File: src/design/shabh_pkg.sv
// Shared constants, types and helper functions for the SHA-256 block hasher.
package shabh_pkg;

    // Controller states.
    typedef enum logic [1:0] {
        ST_GATHER,
        ST_ROUND,
        ST_FINAL
    } state_t;

    // Commands from the controller to the datapath.
    typedef struct packed {
        logic       shift_in;    // take message word into the schedule window
        logic       load_vars;   // load working variables at block start
        logic       use_iv;      // chaining base is the initial hash
        logic       round_en;    // run one compression round
        logic [5:0] round_idx;   // round number for the constant table
        logic       final_add;   // add working variables into chaining words
        logic       load_out;    // capture the new chaining words as digest
        logic       out_shift;   // advance the digest buffer by one word
    } cmd_t;

    localparam int unsigned WORDS_PER_BLOCK = 16;
    localparam int unsigned HASH_WORDS      = 8;
    localparam int unsigned ROUNDS          = 64;

    localparam logic [31:0] INIT_HASH [HASH_WORDS] = '{
        32'h6a09e667, 32'hbb67ae85, 32'h3c6ef372, 32'ha54ff53a,
        32'h510e527f, 32'h9b05688c, 32'h1f83d9ab, 32'h5be0cd19
    };

    localparam logic [31:0] ROUND_K [ROUNDS] = '{
        32'h428a2f98, 32'h71374491, 32'hb5c0fbcf, 32'he9b5dba5,
        32'h3956c25b, 32'h59f111f1, 32'h923f82a4, 32'hab1c5ed5,
        32'hd807aa98, 32'h12835b01, 32'h243185be, 32'h550c7dc3,
        32'h72be5d74, 32'h80deb1fe, 32'h9bdc06a7, 32'hc19bf174,
        32'he49b69c1, 32'hefbe4786, 32'h0fc19dc6, 32'h240ca1cc,
        32'h2de92c6f, 32'h4a7484aa, 32'h5cb0a9dc, 32'h76f988da,
        32'h983e5152, 32'ha831c66d, 32'hb00327c8, 32'hbf597fc7,
        32'hc6e00bf3, 32'hd5a79147, 32'h06ca6351, 32'h14292967,
        32'h27b70a85, 32'h2e1b2138, 32'h4d2c6dfc, 32'h53380d13,
        32'h650a7354, 32'h766a0abb, 32'h81c2c92e, 32'h92722c85,
        32'ha2bfe8a1, 32'ha81a664b, 32'hc24b8b70, 32'hc76c51a3,
        32'hd192e819, 32'hd6990624, 32'hf40e3585, 32'h106aa070,
        32'h19a4c116, 32'h1e376c08, 32'h2748774c, 32'h34b0bcb5,
        32'h391c0cb3, 32'h4ed8aa4a, 32'h5b9cca4f, 32'h682e6ff3,
        32'h748f82ee, 32'h78a5636f, 32'h84c87814, 32'h8cc70208,
        32'h90befffa, 32'ha4506ceb, 32'hbef9a3f7, 32'hc67178f2
    };

    function automatic logic [31:0] rotr(input logic [31:0] v, input int unsigned amt);
        return (v >> amt) | (v << (32 - amt));
    endfunction

    function automatic logic [31:0] sched_s0(input logic [31:0] v);
        return rotr(v, 7) ^ rotr(v, 18) ^ (v >> 3);
    endfunction

    function automatic logic [31:0] sched_s1(input logic [31:0] v);
        return rotr(v, 17) ^ rotr(v, 19) ^ (v >> 10);
    endfunction

    function automatic logic [31:0] round_s0(input logic [31:0] v);
        return rotr(v, 2) ^ rotr(v, 13) ^ rotr(v, 22);
    endfunction

    function automatic logic [31:0] round_s1(input logic [31:0] v);
        return rotr(v, 6) ^ rotr(v, 11) ^ rotr(v, 25);
    endfunction

endpackage

File: src/design/shabh_ctrl.sv
// Controller state machine: word gathering, round sequencing and digest output.
module shabh_ctrl (
    input  logic              clk,
    input  logic              rst_n,
    input  logic              in_valid,
    output logic              in_ready,
    input  logic              start_message,
    input  logic              end_message,
    output logic              out_valid,
    input  logic              out_ready,
    output logic [2:0]        word_index,
    output logic              last_word,
    output shabh_pkg::cmd_t   cmd
);

    shabh_pkg::state_t state_reg, state_next;
    logic [3:0] word_pos_reg, word_pos_next;
    logic [5:0] round_reg, round_next;
    logic       restart_reg, restart_next;
    logic       use_iv_reg, use_iv_next;
    logic       end_reg, end_next;
    logic       out_busy_reg, out_busy_next;
    logic [2:0] out_idx_reg, out_idx_next;
    logic       in_fire;
    logic       out_fire;

    assign in_ready   = (state_reg == shabh_pkg::ST_GATHER);
    assign in_fire    = in_valid && in_ready;
    assign out_valid  = out_busy_reg;
    assign out_fire   = out_valid && out_ready;
    assign word_index = out_idx_reg;
    assign last_word  = (out_idx_reg == 3'd7);

    // State and counter registers.
    always_ff @(posedge clk or negedge rst_n)
    begin
        if (!rst_n)
        begin
            state_reg    <= shabh_pkg::ST_GATHER;
            word_pos_reg <= '0;
            round_reg    <= '0;
            restart_reg  <= 1'b1;
            use_iv_reg   <= 1'b0;
            end_reg      <= 1'b0;
            out_busy_reg <= 1'b0;
            out_idx_reg  <= '0;
        end
        else
        begin
            state_reg    <= state_next;
            word_pos_reg <= word_pos_next;
            round_reg    <= round_next;
            restart_reg  <= restart_next;
            use_iv_reg   <= use_iv_next;
            end_reg      <= end_next;
            out_busy_reg <= out_busy_next;
            out_idx_reg  <= out_idx_next;
        end
    end

    // Next state and datapath commands.
    always_comb
    begin
        state_next    = state_reg;
        word_pos_next = word_pos_reg;
        round_next    = round_reg;
        restart_next  = restart_reg;
        use_iv_next   = use_iv_reg;
        end_next      = end_reg;
        out_busy_next = out_busy_reg;
        out_idx_next  = out_idx_reg;

        cmd           = '0;
        cmd.use_iv    = use_iv_reg;
        cmd.round_idx = round_reg;

        // The digest buffer drains independently of the hashing work.
        if (out_fire)
        begin
            cmd.out_shift = 1'b1;
            out_idx_next  = out_idx_reg + 3'd1;
            if (out_idx_reg == 3'd7)
            begin
                out_busy_next = 1'b0;
            end
        end

        unique case (state_reg)
            shabh_pkg::ST_GATHER:
            begin
                if (in_fire)
                begin
                    cmd.shift_in  = 1'b1;
                    word_pos_next = word_pos_reg + 4'd1;
                    if (word_pos_reg == 4'd15)
                    begin
                        // Last word of the block: start compression.
                        use_iv_next   = restart_reg || start_message;
                        cmd.use_iv    = use_iv_next;
                        cmd.load_vars = 1'b1;
                        restart_next  = 1'b0;
                        end_next      = end_message;
                        round_next    = '0;
                        state_next    = shabh_pkg::ST_ROUND;
                    end
                    else if (start_message)
                    begin
                        restart_next = 1'b1;
                    end
                end
            end

            shabh_pkg::ST_ROUND:
            begin
                cmd.round_en = 1'b1;
                round_next   = round_reg + 6'd1;
                if (round_reg == 6'd63)
                begin
                    state_next = shabh_pkg::ST_FINAL;
                end
            end

            shabh_pkg::ST_FINAL:
            begin
                // A digest waits here until the previous one has drained.
                if (!(end_reg && out_busy_next))
                begin
                    cmd.final_add = 1'b1;
                    state_next    = shabh_pkg::ST_GATHER;
                    if (end_reg)
                    begin
                        cmd.load_out  = 1'b1;
                        out_busy_next = 1'b1;
                        out_idx_next  = '0;
                        restart_next  = 1'b1;
                    end
                end
            end

            default:
            begin
                state_next = shabh_pkg::ST_GATHER;
            end
        endcase
    end

endmodule

File: src/design/shabh_datapath.sv
// Datapath: message schedule window, round logic, chaining words and digest buffer.
module shabh_datapath (
    input  logic              clk,
    input  logic              rst_n,
    input  shabh_pkg::cmd_t   cmd,
    input  logic [31:0]       message_word,
    output logic [31:0]       digest_word
);

    localparam int unsigned NW = shabh_pkg::WORDS_PER_BLOCK;
    localparam int unsigned NH = shabh_pkg::HASH_WORDS;

    logic [31:0] w_reg    [NW];
    logic [31:0] w_next   [NW];
    logic [31:0] v_reg    [NH];
    logic [31:0] v_next   [NH];
    logic [31:0] cv_reg   [NH];
    logic [31:0] cv_next  [NH];
    logic [31:0] obuf_reg [NH];
    logic [31:0] obuf_next[NH];
    logic [31:0] sched_new;
    logic [31:0] t1;
    logic [31:0] t2;
    logic [31:0] ch;
    logic [31:0] maj;

    assign digest_word = obuf_reg[0];

    // Schedule expansion from the rolling 16-word window.
    assign sched_new = shabh_pkg::sched_s1(w_reg[14]) + w_reg[9]
                     + shabh_pkg::sched_s0(w_reg[1]) + w_reg[0];

    // One compression round.
    assign ch  = (v_reg[4] & v_reg[5]) ^ (~v_reg[4] & v_reg[6]);
    assign maj = (v_reg[0] & v_reg[1]) ^ (v_reg[0] & v_reg[2]) ^ (v_reg[1] & v_reg[2]);
    assign t1  = v_reg[7] + shabh_pkg::round_s1(v_reg[4]) + ch
               + shabh_pkg::ROUND_K[cmd.round_idx] + w_reg[0];
    assign t2  = shabh_pkg::round_s0(v_reg[0]) + maj;

    always_comb
    begin
        for (int i = 0; i < NW; i++)
        begin
            w_next[i] = w_reg[i];
        end
        for (int i = 0; i < NH; i++)
        begin
            v_next[i]    = v_reg[i];
            cv_next[i]   = cv_reg[i];
            obuf_next[i] = obuf_reg[i];
        end

        // Schedule window shifts on each new word and each round.
        if (cmd.shift_in || cmd.round_en)
        begin
            for (int i = 0; i < NW - 1; i++)
            begin
                w_next[i] = w_reg[i + 1];
            end
            w_next[NW - 1] = cmd.shift_in ? message_word : sched_new;
        end

        // Working variables.
        if (cmd.load_vars)
        begin
            for (int i = 0; i < NH; i++)
            begin
                v_next[i] = cmd.use_iv ? shabh_pkg::INIT_HASH[i] : cv_reg[i];
            end
        end
        else if (cmd.round_en)
        begin
            v_next[7] = v_reg[6];
            v_next[6] = v_reg[5];
            v_next[5] = v_reg[4];
            v_next[4] = v_reg[3] + t1;
            v_next[3] = v_reg[2];
            v_next[2] = v_reg[1];
            v_next[1] = v_reg[0];
            v_next[0] = t1 + t2;
        end

        // Feed-forward add into the chaining words.
        if (cmd.final_add)
        begin
            for (int i = 0; i < NH; i++)
            begin
                cv_next[i] = (cmd.use_iv ? shabh_pkg::INIT_HASH[i] : cv_reg[i]) + v_reg[i];
            end
        end

        // Digest buffer: load on a final block, shift out one word per item.
        if (cmd.load_out)
        begin
            for (int i = 0; i < NH; i++)
            begin
                obuf_next[i] = cv_next[i];
            end
        end
        else if (cmd.out_shift)
        begin
            for (int i = 0; i < NH - 1; i++)
            begin
                obuf_next[i] = obuf_reg[i + 1];
            end
            obuf_next[NH - 1] = obuf_reg[NH - 1];
        end
    end

    // Chaining words start from the initial hash.
    always_ff @(posedge clk or negedge rst_n)
    begin
        if (!rst_n)
        begin
            for (int i = 0; i < NH; i++)
            begin
                cv_reg[i] <= shabh_pkg::INIT_HASH[i];
            end
        end
        else
        begin
            for (int i = 0; i < NH; i++)
            begin
                cv_reg[i] <= cv_next[i];
            end
        end
    end

    // Payload registers without reset.
    always_ff @(posedge clk)
    begin
        for (int i = 0; i < NW; i++)
        begin
            w_reg[i] <= w_next[i];
        end
        for (int i = 0; i < NH; i++)
        begin
            v_reg[i]    <= v_next[i];
            obuf_reg[i] <= obuf_next[i];
        end
    end

endmodule

File: src/design/sha256_block_hasher.sv
// Top level of the SHA-256 block hasher: controller plus datapath.
//
//  channel | handshake           | payload
//  --------+---------------------+-------------------------------------------
//  input   | in_valid, in_ready  | message_word, start_message, end_message
//  output  | out_valid, out_ready| digest_word, word_index, last_word
//
// Words 1 to 15 of a block are only gathered; the 16th starts the 64 compression
// rounds (one round per cycle through the single round unit) and then the
// feed-forward step; no further words are taken until the block is done.
// Reset restores the initial hash and sets all control state to its idle values at once.
// The eight digest words drain from their own buffer while the next block is
// gathered; a further digest waits only if that buffer has not yet emptied.
module sha256_block_hasher (
    input  logic        clk,
    input  logic        rst_n,
    input  logic        in_valid,
    output logic        in_ready,
    input  logic [31:0] message_word,
    input  logic        start_message,
    input  logic        end_message,
    output logic        out_valid,
    input  logic        out_ready,
    output logic [31:0] digest_word,
    output logic [2:0]  word_index,
    output logic        last_word
);

    shabh_pkg::cmd_t cmd;

    // Sequencing.
    shabh_ctrl u_ctrl (
        .clk           (clk),
        .rst_n         (rst_n),
        .in_valid      (in_valid),
        .in_ready      (in_ready),
        .start_message (start_message),
        .end_message   (end_message),
        .out_valid     (out_valid),
        .out_ready     (out_ready),
        .word_index    (word_index),
        .last_word     (last_word),
        .cmd           (cmd)
    );

    // Hashing datapath.
    shabh_datapath u_datapath (
        .clk          (clk),
        .rst_n        (rst_n),
        .cmd          (cmd),
        .message_word (message_word),
        .digest_word  (digest_word)
    );

endmodule
File: config.mk
export PLATFORM = sky130hd
export DESIGN_NAME = sha256_block_hasher
export DESIGN_NICKNAME = d
export VERILOG_FILES = /design/src/design/shabh_pkg.sv /design/src/design/shabh_ctrl.sv /design/src/design/shabh_datapath.sv /design/src/design/sha256_block_hasher.sv
export SDC_FILE = /design/constraint.sdc
export NUM_CORES = 2
export LEC_CHECK = 0
export ABC_CLOCK_PERIOD_IN_PS = 9700
export BUFFER_PORTS_ARGS = -buffer_cell sky130_fd_sc_hd__buf_2
export CORE_ASPECT_RATIO = 1.5
export CORE_MARGIN = 2
export CORE_UTILIZATION = 36
export CTS_BUF_LIST = sky130_fd_sc_hd__clkbuf_4
export DETAILED_ROUTE_END_ITERATION = 16
export GPL_TIMING_DRIVEN = 0
export HOLD_SLACK_MARGIN = 0.15
export MAX_ROUTING_LAYER = met4
export RECOVER_POWER = 50
export SLEW_MARGIN = 40
export SYNTH_ARGS = -nofsm -noshare
export SYNTH_HDL_FRONTEND = slang
export SYNTH_HIERARCHICAL = 1
export SYNTH_SLANG_ARGS = --single-unit
export TNS_END_PERCENT = 20
File: constraint.sdc
create_clock -name clk -period 9.7 [get_ports clk]
set_input_delay 0.485 -clock clk [delete_from_list [all_inputs] [get_ports clk]]
set_output_delay 0.485 -clock clk [all_outputs]
set_load 0.05 [all_outputs]
* Word-level counts from Yosys, hierarchy flattened
Memories as Yosys holds them, arrays and structs flattened.
Cells that the tools add are included.
** Cells by class
- Add/subtract/negate cells :: 21
- Magnitude comparators :: 1
- Eq/ne operators :: 11
- Multiplexer cells :: 48
- Bitwise operators :: 28
- Reduce and logical (&&, ||, !) cells :: 13
** Operators with widths (number)
- $mux W256 :: 5
- $add A32 B32 Y32 :: 18
- $mux W512 :: 1
- $mux W32 :: 11
- $xor A32 B32 Y32 :: 9
- $and A32 B32 Y32 :: 5
- $not A32 Y32 :: 1
- $or A10 B32 Y32 :: 1
- $or A13 B32 Y32 :: 1
- $or A14 B32 Y32 :: 1
- $or A15 B32 Y32 :: 1
- $or A19 B32 Y32 :: 1
- $or A21 B32 Y32 :: 1
- $or A25 B32 Y32 :: 1
- $or A26 B32 Y32 :: 1
- $or A30 B32 Y32 :: 1
- $or A7 B32 Y32 :: 1
- $xor A32 B22 Y32 :: 1
- $xor A32 B29 Y32 :: 1
- $mux W3 :: 6
- $mux W2 :: 7
- $mux W1 :: 13
- $mux W6 :: 2
- $pmux W6 S2 :: 1
- 23 further kinds :: 31
** Word-level totals
- Register bits :: 275
- Memory bits (writable) :: 1024
- Memory bits (read-only) :: 2048
- Bits of input ports :: 38
- Output and inout bits :: 38
- Logic and storage cells :: 142
- Memories kept :: 4
** Memory list
- (no name shown) :: words 64, width 32, rd ports 1, clocked after Yosys merged registers in 0, write ports 0, RTL line shabh_datapath.sv:37 : + shabh_pkg::ROUND_K[cmd.round_idx] + w_reg[0];
- u_datapath.w_reg :: words 16, width 32, rd ports 16, clocked after Yosys merged registers in 0, write ports 16, RTL line shabh_datapath.sv:13 : logic [31:0] w_reg [NW];
- u_datapath.obuf_reg :: words 8, width 32, rd ports 8, clocked after Yosys merged registers in 0, write ports 8, RTL line shabh_datapath.sv:19 : logic [31:0] obuf_reg [NH];
- u_datapath.v_reg :: words 8, width 32, rd ports 8, clocked after Yosys merged registers in 0, write ports 8, RTL line shabh_datapath.sv:15 : logic [31:0] v_reg [NH];

* Depth between registers and ports, before layout
An unclocked memory read counts as a cell.
- Depth after elaboration :: 11
- Mapped depth :: 39
- Mapped depth without buffers :: 38

* Modules after synthesis
The synthesis kept the hierarchy.
** By module, submodules not included
- shabh_datapath :: times used 1, cells each 6617, area an instance 77053.9 µm², seq. area each 37325.8 µm²
- shabh_ctrl :: times used 1, cells each 86, area an instance 991.0 µm², seq. area each 476.7 µm²

* Worst setup path before layout
No wires, ideal clock.
- Path kind :: register to register
- Start point :: register u_ctrl/state_reg[0] (netlist name)
- End point :: memory u_datapath.w_reg[0][0], enable pin
- Setup time :: 667 ps
- Data arrival time :: 7506 ps
- Data required time :: 9033 ps
- Path slack :: 1527 ps
- Cell stages (with the launch flop) :: 6
- Buffers on the path :: 3
- Clock period less this slack :: 8173 ps
- Path through :: dfrtp_1 > buf_4 > nor3b_4 > clkbuf_1 > clkbuf_1 > or2_2
** RTL lines (RTL line)
- end, declared :: shabh_datapath.sv:13

==> impl_results.md <==
- Area of the multi-input gates: 0.0378 mm2
- DR vias: 57600
- Total Nets Final: 7930
- Max Slew Vio Count: 517
- Number of synthesized register bits: 1299
- Worst-path clk slew: approximately 0.060 ns
- Clock sink count: roughly 1300
- GRT Util Overall: 26.6%
- Initial Utilization: 36.2%
- Worst-path fanout max: 10
- Number of flip-flops under the largest register name: about 500
- Syn_area_per_cell: 11.6 um2
- CP max stage delay: roughly 0.61 ns
- Main flop type after synthesis: edfxtp_1
- Post-Syn Instances: 6703
- Pre-CTS setup slack: -1.85 ns
- Fmax: around 110 MHz
- Worst EP arrival: 10.60 ns
- Largest net degree at the start of global routing: 57
- Max-slew headroom: -164%
- Seq/Total Area, Yosys: 48.4%
- Number of port buffers: 75
- Clk Latency, worst-skew pair: between 1 and 1.5 ns
- Most common cell in the netlist: edfxtp_1
- Register area: 0.0378 mm2
- Layout cells sized above 1: 23.1%
- Worst R2R Setup Slack: 0.29 ns
- Die area: 0.221 mm2
- Final Skew: between 0.2 and 0.25 ns
- Number of placed cells counting well taps: 9691
- Max-cap viol count: 16
- Num CTS Buffers: 362
- Asr flop ratio synth: 21.2%
- Post-DP HPWL: 223000 um
- Synth area leader: edfxtp_1
- Synthesized area: 0.0780 mm2
- Final Cycle Share: 97.1%
- Reg2Reg Depth: 35
- Vias in the first global route: 59600
- Root buf cell: clkbuf_4
- First-pass DRT Iterations: 8
- Minimum hold slack: between 0.2 and 0.3 ns
- Slew at the pin closest to its max-slew limit: 3.96 ns
- Post-synth EDFFs: approximately 1000
- Hold Path End: u_ctrl/round_reg[3]
- Setup violators final: 0
- Worst setup path class: register to register
- Vias per cell: ~5.5
- RR Endpoint: u_datapath/v_reg[0][31]
- Largest cells by area after synthesis: edfxtp_1, mux2_2, ha_1
- Yosys top cell area share: 39.4%
- HP Class: primary input to register
- Fillers: ~21000
- Slowest cell on crit path: fa_1
- Worst reg2reg startpoint: u_ctrl/round_reg[3]
- Hold Path Origin: in_valid
- Failing checks: capacitance limit, slew limit
- Synth cell types: approximately 110
- Fin crit period: between 9 and 10 ns
- Startpoint Class: register
- Post-synth top cells: edfxtp_1, mux2_2, ha_1
- CP Capture Type: register
- Core area: roughly 0.22 mm2
- Remaining DRCs: 0
- Chip Width: 384 um
- Final setup TNS: 0 ns
- I/O pin count: 76
- Fin cells: 10400
- Status: complete, but fails checks
- Rows: 209
- Setup ws final: between 0.2 and 0.3 ns
- Area growth from synthesis to layout: 14.1%
- Drt first-iter violations: 4707
- Post-DRT Antenna Nets: 0
- Routed wire length: about 290000 um
- GP Congestion: 0.990
- Worst Path Required: 10.88 ns
- Hold Path Depth: 5
- Bufs on Longest Clock Path: 4
- TritonCTS clock tree: yes
- First-pass GRT wire length: 407000 um
- GRT overflow: 0
- Final-report hold violation count: 0
- Syn_nets: between 7000 and 8000
- Die Height: 574 um
- WL per Instance: 27.6 um
- H-tree level count: 5
- Yosys warnings: 6
- Initial antenna violation count: 13
-- critical path: cells and delay by family, from the launching register on --
family / cells / cell delay [ns]
XOR/XNOR: 2 / 0.62
AO/OA/AOI/OAI: 14 / 3.04
AND/OR/NAND/NOR: 5 / 0.94
adder cells (fa/ha/maj): 6 / 2.54
buffers and inverters: 8 / 1.58
flip-flops: 1 / 0.51
-- per-stage QoR --
step	utilization, %	area, um2
final	41.3	89000
after floorplan	-	78000
after detailed placement	38.8	83700
after CTS	41.4	89300
after global routing	41.3	89000
after global placement	38.0	82000
-- worst max path at each step --
stage,to,startpoint,cells past startpoint
floorplan,u_datapath/w_reg[0][0],u_ctrl/state_reg[0],5
global placement,u_datapath/obuf_reg[0][61],u_ctrl/word_index[0],8
detailed placement,u_datapath/v_reg[0][31],u_ctrl/round_reg[2],35
CTS,u_datapath/v_reg[0][31],u_ctrl/round_reg[1],34
global route,u_datapath/v_reg[0][31],u_ctrl/round_reg[2],36
finish,u_datapath/v_reg[0][31],u_ctrl/round_reg[3],35
-- per-layer routing --
| metal | global-route usage, % | wire [um] | vias up | part of all wire, % |
|---|---|---|---|---|
| met3 | 4.20 | 14600 | 985 | 5.1 |
| met5 | - | 0 | - | 0 |
| met1 | 26.4 | 99100 | 28500 | 34 |
| li1 | - | - | 25700 | - |
| met4 | 22.5 | 29500 | 0 | 10 |
| met2 | 45.3 | 145000 | 2325 | 50 |
-- cells by family (layout without fill, tap and decap cells) --
logic type | after synthesis | in the layout | synth area share [%]
fa+ha+maj | 592 | 592 | 11.4
simple gates | 1469 | 1469 | 9.23
buf+inv | 685 | 1555 | 3.47
flops | 1299 | 1299 | 48.4
mux | 602 | 602 | 8.73
xor+xnor | 563 | 563 | 6.35
compound gates | 1493 | 1493 | 12.4
other cells | 0 | 19 | 0
-- final cells by class --
type	count	area share, %
multi-input cells	4719	42.5
flip-flops and latches	1299	42.5
clock buffers	548	4.62
well taps	2848	4.00
repair buffers	238	2.66
inverters	388	1.65
plain buffers	294	1.58
clock inverters	87	0.454
diodes	19	0.0534
-- what timing repair did --
item | in CTS | in global routing
pin swaps | 0 | 5
hold buffers | 78 | 0
setup buffers | 10 | 10
hold endpoints to repair | 354 | 0
setup endpoints to repair | 22 | 10
gates resized for setup | 48 | 43
-- cell usage in the layout (no fill, tap or decap), types with 77 or more instances in the layout --
cell	n
ha_1	391
nor2b_1	157
clkbuf_1	190
nor2_1	365
a21oi_1	386
a21o_1	221
or2_2	150
edfxtp_1	1024
dlygate4sd3_1	77
inv_1	381
mux2_2	537
o21ai_0	259
nand2_1	371
dfstp_2	137
nand3_1	94
clkbuf_4	559
nor3_1	80
fa_1	195
dfrtp_1	135
xor2_1	188
xnor2_1	362
Power is not shown: default switching activity piles up to over one toggle a cycle in this logic, so the estimate is an artifact.
